==> src/rtl/delimited_token_splitter_top_macros.svh <==
// ----------------------------------------------------------------------------
// Assertion macros for the delimited token splitter.
// Each macro expects clk and rst_n to be visible in the module that uses it.
// ----------------------------------------------------------------------------
`ifndef DELIMITED_TOKEN_SPLITTER_TOP_MACROS_SVH
`define DELIMITED_TOKEN_SPLITTER_TOP_MACROS_SVH
`ifndef SYNTH
// Property must hold at every clock edge outside reset.
`define DTS_ASSERT(name, prop, msg) \
  name: assert property (@(posedge clk) disable iff (!rst_n) (prop)) else $error(msg);
// Condition must never be true outside reset.
`define DTS_ASSERT_NEVER(name, cond, msg) \
  name: assert property (@(posedge clk) disable iff (!rst_n) !(cond)) else $error(msg);
`else
`define DTS_ASSERT(name, prop, msg)
`define DTS_ASSERT_NEVER(name, cond, msg)
`endif
`endif

==> src/rtl/dts_pkg.sv <==
// ----------------------------------------------------------------------------
// dts_pkg
// Shared types and constants of the delimited token splitter.
// ----------------------------------------------------------------------------
`timescale 1ns / 1ps
`default_nettype none

package dts_pkg;

  localparam int POS_W      = 16;
  localparam int CHAR_W     = 8;
  localparam int CFG_IDX_W  = 3;
  localparam int CFG_DATA_W = 64;
  localparam int MAP_WORDS  = 4;

  // Longest string in bytes; later bytes are dropped and flagged.
  localparam logic [POS_W-1:0] MAX_LENGTH = 16'hFFFF;

  localparam logic [CHAR_W-1:0] CHAR_SPACE = 8'd32;
  localparam logic [CHAR_W-1:0] CHAR_TAB   = 8'd9;

  // Configuration register indexes.
  localparam logic [CFG_IDX_W-1:0] REG_DELIM_LO     = 3'd0;
  localparam logic [CFG_IDX_W-1:0] REG_DELIM_MID_LO = 3'd1;
  localparam logic [CFG_IDX_W-1:0] REG_DELIM_MID_HI = 3'd2;
  localparam logic [CFG_IDX_W-1:0] REG_DELIM_HI     = 3'd3;
  localparam logic [CFG_IDX_W-1:0] REG_ALLOW_EMPTY  = 3'd4;
  localparam logic [CFG_IDX_W-1:0] REG_KEEP_TRAIL   = 3'd5;
  localparam logic [CFG_IDX_W-1:0] REG_TRIM_TOKENS  = 3'd6;

  // Queue between the classifier and the emitter; depth is a power of two.
  localparam int FIFO_DEPTH = 4;
  localparam int FIFO_AW    = $clog2(FIFO_DEPTH);

  typedef struct packed {
    logic [POS_W-1:0] start;
    logic [POS_W-1:0] len;
  } tok_t;

  // Everything one input byte produces: one or two tokens.
  typedef struct packed {
    logic two;
    logic str_last;
    logic ovf;
    tok_t t0;
    tok_t t1;
  } entry_t;

endpackage

`default_nettype wire

==> src/rtl/dts_in_if.sv <==
// ----------------------------------------------------------------------------
// dts_in_if
// Byte input channel: one string byte per item with an end marker.
// ----------------------------------------------------------------------------
`timescale 1ns / 1ps
`default_nettype none

interface dts_in_if;
  logic                         valid;
  logic                         ready;
  logic [dts_pkg::CHAR_W-1:0]   char_code;
  logic                         end_of_string;

  modport source (output valid, output char_code, output end_of_string, input ready);
  modport sink   (input valid, input char_code, input end_of_string, output ready);
endinterface

`default_nettype wire

==> src/rtl/dts_out_if.sv <==
// ----------------------------------------------------------------------------
// dts_out_if
// Token result channel: start offset, length and flags per item.
// ----------------------------------------------------------------------------
`timescale 1ns / 1ps
`default_nettype none

interface dts_out_if;
  logic                        valid;
  logic                        ready;
  logic [dts_pkg::POS_W-1:0]   token_start;
  logic [dts_pkg::POS_W-1:0]   token_length;
  logic                        run_last;
  logic                        string_last;
  logic                        length_overflow;

  modport source (output valid, output token_start, output token_length,
                  output run_last, output string_last, output length_overflow,
                  input ready);
  modport sink   (input valid, input token_start, input token_length,
                  input run_last, input string_last, input length_overflow,
                  output ready);
endinterface

`default_nettype wire

==> src/rtl/dts_cfg_if.sv <==
// ----------------------------------------------------------------------------
// dts_cfg_if
// Configuration write channel: register index and write data.
// ----------------------------------------------------------------------------
`timescale 1ns / 1ps
`default_nettype none

interface dts_cfg_if;
  logic                             valid;
  logic                             ready;
  logic [dts_pkg::CFG_IDX_W-1:0]    index;
  logic [dts_pkg::CFG_DATA_W-1:0]   data;

  modport source (output valid, output index, output data, input ready);
  modport sink   (input valid, input index, input data, output ready);
endinterface

`default_nettype wire

==> src/rtl/dts_front.sv <==
// ----------------------------------------------------------------------------
// dts_front
// Holds configuration and string state, classifies each byte and builds
// the token entry it produces.
// ----------------------------------------------------------------------------
`timescale 1ns / 1ps
`default_nettype none

module dts_front (
  input  wire logic      clk,
  input  wire logic      rst_n,
  dts_in_if.sink         in_ch,
  dts_cfg_if.sink        cfg_ch,
  input  wire logic      full,
  output logic           wr_en,
  output dts_pkg::entry_t wr_entry
);

  logic [dts_pkg::MAP_WORDS-1:0][dts_pkg::CFG_DATA_W-1:0] delim_map_r;
  logic allow_r, keep_r, trim_r;

  logic [dts_pkg::POS_W-1:0] pos_r, seg_r, first_r, last_r;
  logic seen_r, ovf_r;
  logic [dts_pkg::POS_W-1:0] pos_nxt, seg_nxt, first_nxt, last_nxt;
  logic seen_nxt, ovf_nxt;

  logic ovf_now, delim, blank, delim_step, content, accept, trailing;
  logic emit_a, emit_b;
  logic [dts_pkg::POS_W-1:0] pos1, seg1, first1, last1;
  logic seen1;
  dts_pkg::tok_t tok_a, tok_b_close, tok_b;

  // Token bounds of the open segment that ends just before end_pos.
  function automatic dts_pkg::tok_t close_seg(
    input logic trim, input logic seen,
    input logic [dts_pkg::POS_W-1:0] first, input logic [dts_pkg::POS_W-1:0] last,
    input logic [dts_pkg::POS_W-1:0] seg, input logic [dts_pkg::POS_W-1:0] end_pos
  );
    dts_pkg::tok_t t;
    if (trim) begin
      if (seen) begin
        t.start = first;
        t.len   = last - first + 16'd1;
      end else begin
        t.start = end_pos;
        t.len   = '0;
      end
    end else begin
      t.start = seg;
      t.len   = end_pos - seg;
    end
    return t;
  endfunction

  assign cfg_ch.ready = 1'b1;

  always_ff @(posedge clk) begin
    if (!rst_n) begin
      delim_map_r <= '0;
      allow_r     <= 1'b0;
      keep_r      <= 1'b0;
      trim_r      <= 1'b0;
    end else if (cfg_ch.valid) begin
      unique case (cfg_ch.index)
        dts_pkg::REG_DELIM_LO:     delim_map_r[0] <= cfg_ch.data;
        dts_pkg::REG_DELIM_MID_LO: delim_map_r[1] <= cfg_ch.data;
        dts_pkg::REG_DELIM_MID_HI: delim_map_r[2] <= cfg_ch.data;
        dts_pkg::REG_DELIM_HI:     delim_map_r[3] <= cfg_ch.data;
        dts_pkg::REG_ALLOW_EMPTY:  allow_r        <= cfg_ch.data[0];
        dts_pkg::REG_KEEP_TRAIL:   keep_r         <= cfg_ch.data[0];
        dts_pkg::REG_TRIM_TOKENS:  trim_r         <= cfg_ch.data[0];
        default: ;
      endcase
    end
  end

  assign in_ch.ready = !full;
  assign accept      = in_ch.valid && in_ch.ready;

  always_comb begin
    ovf_now    = (pos_r >= dts_pkg::MAX_LENGTH);
    delim      = delim_map_r[in_ch.char_code[7:6]][in_ch.char_code[5:0]];
    blank      = (in_ch.char_code == dts_pkg::CHAR_SPACE) ||
                 (in_ch.char_code == dts_pkg::CHAR_TAB);
    delim_step = !ovf_now && delim;
    content    = !ovf_now && !delim && !blank;

    pos1   = ovf_now ? pos_r : pos_r + 16'd1;
    seg1   = delim_step ? pos1 : seg_r;
    seen1  = delim_step ? 1'b0 : (seen_r || content);
    first1 = (content && !seen_r) ? pos_r : first_r;
    last1  = content ? pos_r : last_r;

    // Token closed by a delimiter byte.
    tok_a  = close_seg(trim_r, seen_r, first_r, last_r, seg_r, pos_r);
    emit_a = delim_step && ((tok_a.len != '0) || allow_r);

    // Token closed by the end of the string.
    trailing    = (pos1 != '0) && (seg1 == pos1);
    tok_b_close = close_seg(trim_r, seen1, first1, last1, seg1, pos1);
    if (trailing) begin
      tok_b.start = pos1;
      tok_b.len   = '0;
      emit_b      = in_ch.end_of_string && allow_r && keep_r;
    end else begin
      tok_b  = tok_b_close;
      emit_b = in_ch.end_of_string && ((tok_b_close.len != '0) || allow_r);
    end

    wr_entry.two      = emit_a && emit_b;
    wr_entry.str_last = in_ch.end_of_string;
    wr_entry.ovf      = ovf_r || ovf_now;
    wr_entry.t0       = emit_a ? tok_a : tok_b;
    wr_entry.t1       = tok_b;
    wr_en             = accept && (emit_a || emit_b);

    pos_nxt   = pos_r;
    seg_nxt   = seg_r;
    first_nxt = first_r;
    last_nxt  = last_r;
    seen_nxt  = seen_r;
    ovf_nxt   = ovf_r;
    if (accept) begin
      if (in_ch.end_of_string) begin
        pos_nxt   = '0;
        seg_nxt   = '0;
        first_nxt = '0;
        last_nxt  = '0;
        seen_nxt  = 1'b0;
        ovf_nxt   = 1'b0;
      end else begin
        pos_nxt   = pos1;
        seg_nxt   = seg1;
        first_nxt = first1;
        last_nxt  = last1;
        seen_nxt  = seen1;
        ovf_nxt   = ovf_r || ovf_now;
      end
    end
  end

  always_ff @(posedge clk) begin
    if (!rst_n) begin
      pos_r   <= '0;
      seg_r   <= '0;
      first_r <= '0;
      last_r  <= '0;
      seen_r  <= 1'b0;
      ovf_r   <= 1'b0;
    end else begin
      pos_r   <= pos_nxt;
      seg_r   <= seg_nxt;
      first_r <= first_nxt;
      last_r  <= last_nxt;
      seen_r  <= seen_nxt;
      ovf_r   <= ovf_nxt;
    end
  end

endmodule

`default_nettype wire

==> src/rtl/dts_fifo.sv <==
// ----------------------------------------------------------------------------
// dts_fifo
// Short queue of token entries between the classifier and the emitter.
// ----------------------------------------------------------------------------
`timescale 1ns / 1ps
`default_nettype none

`include "delimited_token_splitter_top_macros.svh"

module dts_fifo (
  input  wire logic             clk,
  input  wire logic             rst_n,
  input  wire logic             wr_en,
  input  wire dts_pkg::entry_t  wr_entry,
  output logic                  full,
  output logic                  rd_valid,
  output dts_pkg::entry_t       rd_entry,
  input  wire logic             rd_en
);

  dts_pkg::entry_t mem_r [dts_pkg::FIFO_DEPTH];
  logic [dts_pkg::FIFO_AW-1:0] wr_ptr_r, wr_ptr_nxt, rd_ptr_r, rd_ptr_nxt;
  logic [dts_pkg::FIFO_AW:0]   count_r, count_nxt;
  logic do_wr, do_rd;

  assign full     = (count_r == (dts_pkg::FIFO_AW+1)'(dts_pkg::FIFO_DEPTH));
  assign rd_valid = (count_r != '0);
  assign rd_entry = mem_r[rd_ptr_r];
  assign do_wr    = wr_en && !full;
  assign do_rd    = rd_en && rd_valid;

  always_comb begin
    wr_ptr_nxt = do_wr ? wr_ptr_r + 1'b1 : wr_ptr_r;
    rd_ptr_nxt = do_rd ? rd_ptr_r + 1'b1 : rd_ptr_r;
    count_nxt  = count_r;
    if (do_wr && !do_rd) begin
      count_nxt = count_r + 1'b1;
    end else if (do_rd && !do_wr) begin
      count_nxt = count_r - 1'b1;
    end
  end

  always_ff @(posedge clk) begin
    if (do_wr) begin
      mem_r[wr_ptr_r] <= wr_entry;
    end
  end

  always_ff @(posedge clk) begin
    if (!rst_n) begin
      wr_ptr_r <= '0;
      rd_ptr_r <= '0;
      count_r  <= '0;
    end else begin
      wr_ptr_r <= wr_ptr_nxt;
      rd_ptr_r <= rd_ptr_nxt;
      count_r  <= count_nxt;
    end
  end

  `DTS_ASSERT(a_count_bound, count_r <= (dts_pkg::FIFO_AW+1)'(dts_pkg::FIFO_DEPTH), "overrun")
  `DTS_ASSERT_NEVER(a_no_push_full, wr_en && full, "entry pushed into a full queue")
  `DTS_ASSERT(a_ptr_gap, (!rd_valid || full) == (wr_ptr_r == rd_ptr_r), "pointers disagree")

endmodule

`default_nettype wire

==> src/rtl/dts_back.sv <==
// ----------------------------------------------------------------------------
// dts_back
// Takes queued entries apart into single tokens and drives the output register.
// ----------------------------------------------------------------------------
`timescale 1ns / 1ps
`default_nettype none

`include "delimited_token_splitter_top_macros.svh"

module dts_back (
  input  wire logic             clk,
  input  wire logic             rst_n,
  input  wire logic             rd_valid,
  input  wire dts_pkg::entry_t  rd_entry,
  output logic                  rd_en,
  dts_out_if.source             out_ch
);

  logic out_valid_r, out_valid_nxt;
  logic phase_r, phase_nxt;
  logic load, first_of_two;
  dts_pkg::tok_t tok_r, tok_nxt;
  logic run_last_r, run_last_nxt, str_last_r, str_last_nxt, ovf_r, ovf_nxt;

  // A new result may enter when the register is empty or being drained.
  assign load         = rd_valid && (!out_valid_r || out_ch.ready);
  assign first_of_two = rd_entry.two && !phase_r;
  assign rd_en        = load && !first_of_two;

  always_comb begin
    out_valid_nxt = out_valid_r;
    phase_nxt     = phase_r;
    tok_nxt       = tok_r;
    run_last_nxt  = run_last_r;
    str_last_nxt  = str_last_r;
    ovf_nxt       = ovf_r;
    if (out_valid_r && out_ch.ready) begin
      out_valid_nxt = 1'b0;
    end
    if (load) begin
      out_valid_nxt = 1'b1;
      ovf_nxt       = rd_entry.ovf;
      if (first_of_two) begin
        tok_nxt      = rd_entry.t0;
        run_last_nxt = 1'b0;
        str_last_nxt = 1'b0;
        phase_nxt    = 1'b1;
      end else begin
        tok_nxt      = phase_r ? rd_entry.t1 : rd_entry.t0;
        run_last_nxt = 1'b1;
        str_last_nxt = rd_entry.str_last;
        phase_nxt    = 1'b0;
      end
    end
  end

  always_ff @(posedge clk) begin
    if (!rst_n) begin
      out_valid_r <= 1'b0;
      phase_r     <= 1'b0;
    end else begin
      out_valid_r <= out_valid_nxt;
      phase_r     <= phase_nxt;
    end
  end

  always_ff @(posedge clk) begin
    tok_r      <= tok_nxt;
    run_last_r <= run_last_nxt;
    str_last_r <= str_last_nxt;
    ovf_r      <= ovf_nxt;
  end

  assign out_ch.valid           = out_valid_r;
  assign out_ch.token_start     = tok_r.start;
  assign out_ch.token_length    = tok_r.len;
  assign out_ch.run_last        = run_last_r;
  assign out_ch.string_last     = str_last_r;
  assign out_ch.length_overflow = ovf_r;

  `DTS_ASSERT(a_phase_has_entry, phase_r |-> rd_valid && rd_entry.two, "phase without pair")
  `DTS_ASSERT(a_phase_clears, phase_r && load |=> !phase_r, "phase stayed set")
  `DTS_ASSERT_NEVER(a_first_not_last, out_valid_r && !run_last_r && str_last_r, "early end")

endmodule

`default_nettype wire

==> src/rtl/delimited_token_splitter_top.sv <==
// ----------------------------------------------------------------------------
// delimited_token_splitter_top
// Splits a byte stream into tokens at delimiter bytes and reports each token.
// ----------------------------------------------------------------------------
// Usage: bytes arrive on in_ch, one item per byte, end_of_string set on the
// last byte of each string. Each token leaves on out_ch as one item holding
// its start offset and length; run_last marks the last token a byte caused
// and string_last the final token of a string. A byte causes zero, one or
// two tokens. The delimiter map and the mode bits are written on cfg_ch,
// which is always ready, and must only be written while the block is idle.
// Timing: a token passes the queue and the output register before it shows
// on out_ch. Bytes enter at one per cycle unless the queue is full, tokens
// leave at one per cycle while out_ch.ready is high, and a byte that closes
// two tokens leaves as two items. The front classifier and the back emitter
// are parted by a four-entry queue, so the input keeps flowing while a
// result waits in the output register. When the receiver stalls, the queue
// fills and in_ch.ready drops only once all four entries hold pending
// tokens. Reset (rst_n low at a clock edge) clears the configuration, the
// string state, the queue and the output register; no item stays in flight.
// ----------------------------------------------------------------------------
`timescale 1ns / 1ps
`default_nettype none

module delimited_token_splitter_top (
  input  wire logic  clk,
  input  wire logic  rst_n,
  dts_in_if.sink     in_ch,
  dts_cfg_if.sink    cfg_ch,
  dts_out_if.source  out_ch
);

  // Entry handed from the classifier into the queue.
  logic            wr_en;
  dts_pkg::entry_t wr_entry;
  logic            full;

  // Head of the queue as seen by the emitter.
  logic            rd_valid;
  logic            rd_en;
  dts_pkg::entry_t rd_entry;

  // Classifier: delimiter lookup, trimming and the open-segment bookkeeping.
  dts_front u_front (
    .clk      (clk),
    .rst_n    (rst_n),
    .in_ch    (in_ch),
    .cfg_ch   (cfg_ch),
    .full     (full),
    .wr_en    (wr_en),
    .wr_entry (wr_entry)
  );

  // Decoupling queue; a byte that yields no token pushes nothing.
  dts_fifo u_fifo (
    .clk      (clk),
    .rst_n    (rst_n),
    .wr_en    (wr_en),
    .wr_entry (wr_entry),
    .full     (full),
    .rd_valid (rd_valid),
    .rd_entry (rd_entry),
    .rd_en    (rd_en)
  );

  // Emitter: splits two-token entries and owns the output register.
  dts_back u_back (
    .clk      (clk),
    .rst_n    (rst_n),
    .rd_valid (rd_valid),
    .rd_entry (rd_entry),
    .rd_en    (rd_en),
    .out_ch   (out_ch)
  );

endmodule

`default_nettype wire

==> src/flat_wrapper.sv <==
// flat-port wrapper written by rule: the top's interface ports become plain ports
module delimited_token_splitter_top_flat 
  (clk, rst_n, in_ch_valid, in_ch_char_code, in_ch_end_of_string, in_ch_ready, cfg_ch_valid, cfg_ch_index, cfg_ch_data, cfg_ch_ready, out_ch_valid, out_ch_token_start, out_ch_token_length, out_ch_run_last, out_ch_string_last, out_ch_length_overflow, out_ch_ready);
  dts_in_if in_ch_i ();
  dts_cfg_if cfg_ch_i ();
  dts_out_if out_ch_i ();
  input  wire logic clk;
  input  wire logic rst_n;
  input wire logic [$bits(in_ch_i.valid)-1:0] in_ch_valid;
  input wire logic [$bits(in_ch_i.char_code)-1:0] in_ch_char_code;
  input wire logic [$bits(in_ch_i.end_of_string)-1:0] in_ch_end_of_string;
  output wire logic [$bits(in_ch_i.ready)-1:0] in_ch_ready;
  input wire logic [$bits(cfg_ch_i.valid)-1:0] cfg_ch_valid;
  input wire logic [$bits(cfg_ch_i.index)-1:0] cfg_ch_index;
  input wire logic [$bits(cfg_ch_i.data)-1:0] cfg_ch_data;
  output wire logic [$bits(cfg_ch_i.ready)-1:0] cfg_ch_ready;
  output wire logic [$bits(out_ch_i.valid)-1:0] out_ch_valid;
  output wire logic [$bits(out_ch_i.token_start)-1:0] out_ch_token_start;
  output wire logic [$bits(out_ch_i.token_length)-1:0] out_ch_token_length;
  output wire logic [$bits(out_ch_i.run_last)-1:0] out_ch_run_last;
  output wire logic [$bits(out_ch_i.string_last)-1:0] out_ch_string_last;
  output wire logic [$bits(out_ch_i.length_overflow)-1:0] out_ch_length_overflow;
  input wire logic [$bits(out_ch_i.ready)-1:0] out_ch_ready;
  assign in_ch_i.valid = in_ch_valid;
  assign in_ch_i.char_code = in_ch_char_code;
  assign in_ch_i.end_of_string = in_ch_end_of_string;
  assign in_ch_ready = in_ch_i.ready;
  assign cfg_ch_i.valid = cfg_ch_valid;
  assign cfg_ch_i.index = cfg_ch_index;
  assign cfg_ch_i.data = cfg_ch_data;
  assign cfg_ch_ready = cfg_ch_i.ready;
  assign out_ch_valid = out_ch_i.valid;
  assign out_ch_token_start = out_ch_i.token_start;
  assign out_ch_token_length = out_ch_i.token_length;
  assign out_ch_run_last = out_ch_i.run_last;
  assign out_ch_string_last = out_ch_i.string_last;
  assign out_ch_length_overflow = out_ch_i.length_overflow;
  assign out_ch_i.ready = out_ch_ready;
  delimited_token_splitter_top u_core (.clk(clk), .rst_n(rst_n), .in_ch(in_ch_i), .cfg_ch(cfg_ch_i), .out_ch(out_ch_i));
endmodule
==> config.mk <==
export PLATFORM = sky130hd
export DESIGN_NAME = delimited_token_splitter_top_flat
export DESIGN_NICKNAME = d
export VERILOG_FILES = /design/src/rtl/dts_pkg.sv /design/src/rtl/dts_in_if.sv /design/src/rtl/dts_out_if.sv /design/src/rtl/dts_cfg_if.sv /design/src/rtl/dts_front.sv /design/src/rtl/dts_fifo.sv /design/src/rtl/dts_back.sv /design/src/rtl/delimited_token_splitter_top.sv /design/src/flat_wrapper.sv
export VERILOG_INCLUDE_DIRS = /design/src /design/src/rtl
export SDC_FILE = /design/constraint.sdc
export NUM_CORES = 1
export LEC_CHECK = 0
export ABC_AREA = 1
export BUFFER_PORTS_ARGS = -buffer_cell sky130_fd_sc_hd__buf_2
export CAP_MARGIN = 20
export CORE_ASPECT_RATIO = 1.4
export CORE_MARGIN = 2
export CORE_UTILIZATION = 53
export DETAILED_ROUTE_END_ITERATION = 16
export MAX_ROUTING_LAYER = met4
export PLACE_DENSITY_LB_ADDON = 0.2
export SETUP_SLACK_MARGIN = 0.4
export SLEW_MARGIN = 30
export SYNTH_ARGS = -nofsm -noshare
export SYNTH_HDL_FRONTEND = slang
export SYNTH_HIERARCHICAL = 1
export SYNTH_SLANG_ARGS = --single-unit
==> constraint.sdc <==
create_clock -name clk -period 14.75 [get_ports clk]
set_input_delay 0.7375 -clock clk [delete_from_list [all_inputs] [get_ports clk]]
set_output_delay 0.7375 -clock clk [all_outputs]
set_load 0.03 [all_outputs]
==> impl_metrics.ini <==
[finish]
nNetsFinal = 4172
synthToLayoutAreaGrowth_pct = 8.74
final_common_cell = nand2_1
drive_above_1_share_pct = 7.97
fin_util_pct = 58.2
most-common-layout-cells = nand2_1, nor2_1, o21ai_0, inv_1, dfxtp_1

[logic_synthesis]
synth_area_sq_um = 31900
synthesis.instances = 4027
async_flop_share_pct = 0
syn_avg_cell_area_sq_um = 7.91
ys_seq_area_share_pct = 49.7
synth_nets = 4197
synth_flop_cell = dfxtp_1
ys_ff_latch = 639
synth_edf_count = 303
yosysWarnings = 6
ys_types = 57

[power_and_ir_drop]
p_leak_nw = 14.2
powerDensity_nw_per_um2 = 149
total_power_mw = 5.16
peakVddDrop_v = 0.0000955

[clock_tree]
clk_transition_reported_paths_ns = 0.06
tritoncts = yes
insertion_delay_ns = 0.63
clk_path_buf_depth = 3
root_buffer = clkbuf_16
h-tree-depth = 2
cts_hold_buf = 0
cts_resized = 0
cts_setup_buffers = 0
numCtsBuffers = 59
clock_sinks = 639

[global_route]
grt_max_degree = 148
overflow = 0
grt_pass1_wl_microns = 146000
grt_antenna_before_repair = 14
track_usage_pct = 31.1
grt_pass1_vias = 26300

[setup_path]
crit_type = in2reg
cp.arrival_ns = 9.32
startpoint_type = input port
critical_path.top_delay_family = simple AND/OR/NAND/NOR gates
r2r_start = u_core/u_front/pos_r[1]
cpPeakStageDelay_ns = 0.83
crit_start = in_ch_char_code[6]
worstPathMaxFanout = 79
critPathRequiredTime_ns = 14.99
cpMostUsedCell = nand2_1
crit_buf_inv = 6
critPathSlowestCell = o21ai_0
cp-end-kind = flip-flop

[detailed_routing]
wl_met1_microns = 36500
drc = 0
vias = 27300
final_antenna_net_count = 0
dr.pass1.iters = 8
wl_met2_microns = 46600
vias_per_cell = 5.67
met3_length_microns = 5280
wire_per_inst_microns = 19.5
top_layer_used = met4
wirelength_microns = 94000
drtIter0Drc = 2015

[min_path]
hp-start = cfg_ch_data[48]
hold_path.class = in2reg

[sta]
setup_tns_ns = 0
fin_worst_skew_ns = 0.0226
fmax_mhz = 110
worst_slack_ns = 5.68
rsz0062_at_grt = false
tightest_slew_ns = 0.953
fin_hold_ws_ns = 0.377
setup_viol = 0
drv_slew = 0
period_share_pct = 61.5
finalCriticalPeriod_ns = 9.07
finalHoldViolations = 0
maxSlewHeadroom_pct = 35.8

[floorplanning]
dieWidth_microns = 211
die_area_sq_um = 62100
ios = 119
die_y_microns = 294
row_count = 106
core_region_area_sq_um = 59500
start_util_pct = 53.5

[outcome]
status = complete, no violations

[place]
hpwl_microns = 62900
port_buffers = 117
dpl_worst_slack_ns = 5.21
place.gp.congestion = 1.07

[flow_run]
cap_violations = 0
-- worst reg2reg max path, delay by kind of cell, from the launching register on --
| family | cells | cell delay, ns |
|---|---|---|
| and+or+nand+nor | 26 | 3.40 |
| DFF | 1 | 0.64 |
| AOI/OAI and AO/OA | 5 | 1.24 |
| adders and majority gates | 3 | 0.75 |
| buffers and inverters | 8 | 1.63 |
-- report_power, final --
group | switching (mW) | internal (mW)
registers | 0.0713 | 2.14
logic | 0.997 | 0.376
clock network | 0.669 | 0.903
total | 1.74 | 3.42
-- registers in the layout (all words and copies together), names as in the netlist, 2 cells and up, named ones only --
| signal | cells |
|---|---|
| u_core/u_fifo/wr_ptr_r | 2 |
| u_core/u_front/delim_map_r | 256 |
| u_core/u_fifo/count_r | 3 |
| u_core/u_front/first_r | 16 |
| u_core/u_fifo/rd_ptr_r | 2 |
| u_core/u_front/last_r | 16 |
| u_core/u_front/pos_r | 16 |
| u_core/u_front/seg_r | 16 |
| u_core/u_fifo/mem_r | 268 |
| u_core/u_back/out_ch.token_start | 16 |
| u_core/u_back/out_ch.token_length | 16 |
-- layout make-up --
class	instances	area, sq um
Tap cell	756	946
Clock inverter	26	310
Timing Repair Buffer	152	868
Clock buffer	86	1690
Antenna cell	16	40.0
Sequential cell	639	15800
Multi-Input combinational cell	2785	13600
Fill cell	5507	24900
Inverter	365	1380
-- layer usage --
metal	track usage, %	vias up
met1	34.9	12700
met2	52.9	906
met4	17.8	0
li1	-	13400
met5	-	-
met3	4.41	273
-- path summary, 6_finish.rpt --
| path | end | cells past startpoint | slack (ns) |
|---|---|---|---|
| max | u_core/u_fifo/mem_r[1][6] | 41 | 5.68 |
| min | u_core/u_front/delim_map_r[48] | 3 | 0.38 |
| max reg2reg | u_core/u_fifo/mem_r[1][6] | 42 | 6.64 |
| min reg2reg | u_core/u_front/delim_map_r[240] | 2 | 0.45 |
-- cells in the mapped netlist, types with 4 or more instances --
cell type	n	share of area [%]
nand3_1	150	2.4
nor3_1	12	0.19
fa_1	5	0.31
buf_6	14	0.49
o21ai_1	69	1.1
inv_1	337	4.0
a31oi_1	5	0.098
buf_1	13	0.15
nand4_1	20	0.39
nor4_1	6	0.12
buf_2	59	0.93
clkbuf_1	130	1.5
xor2_1	22	0.60
edfxtp_1	303	29
a21oi_1	286	4.5
clkbuf_2	7	0.11
o22ai_1	87	1.7
o21a_1	8	0.19
o21bai_1	6	0.14
nor2_1	660	7.8
o21ai_0	540	8.5
or2_2	20	0.39
nand2_1	710	8.4
o211ai_1	44	1.0
clkinv_1	4	0.047
inv_2	22	0.26
xnor2_1	9	0.25
ha_1	84	3.3
buf_4	11	0.26
dfxtp_1	336	21
-- stage by stage --
| step | area [sq um] | cells |
|---|---|---|
| 2_1_floorplan | 31900 | 4027 |
| 3_3_place_gp | 32600 | 4697 |
| 3_5_place_dp | 32600 | 4697 |
| 4_1_cts | 34600 | 4809 |
| 5_1_grt | 34600 | 4823 |
| 6_report | 34700 | 4825 |
-- cell families (layout without fill, tap and decap cells) --
| kind of cell | after synthesis | count (layout) | synth area share (%) |
|---|---|---|---|
| AO/OA/AOI/OAI | 1061 | 1061 | 17.7 |
| AND/OR/NAND/NOR | 1602 | 1602 | 20.2 |
| buffers and inverters | 603 | 629 | 7.93 |
| flip-flops | 639 | 639 | 49.7 |
| other | 1 | 17 | 0.0118 |
| adder cells (fa/ha/maj) | 89 | 89 | 3.61 |
| XOR/XNOR | 32 | 32 | 0.903 |
No activity file was read; power rests on OpenSTA's default activity.
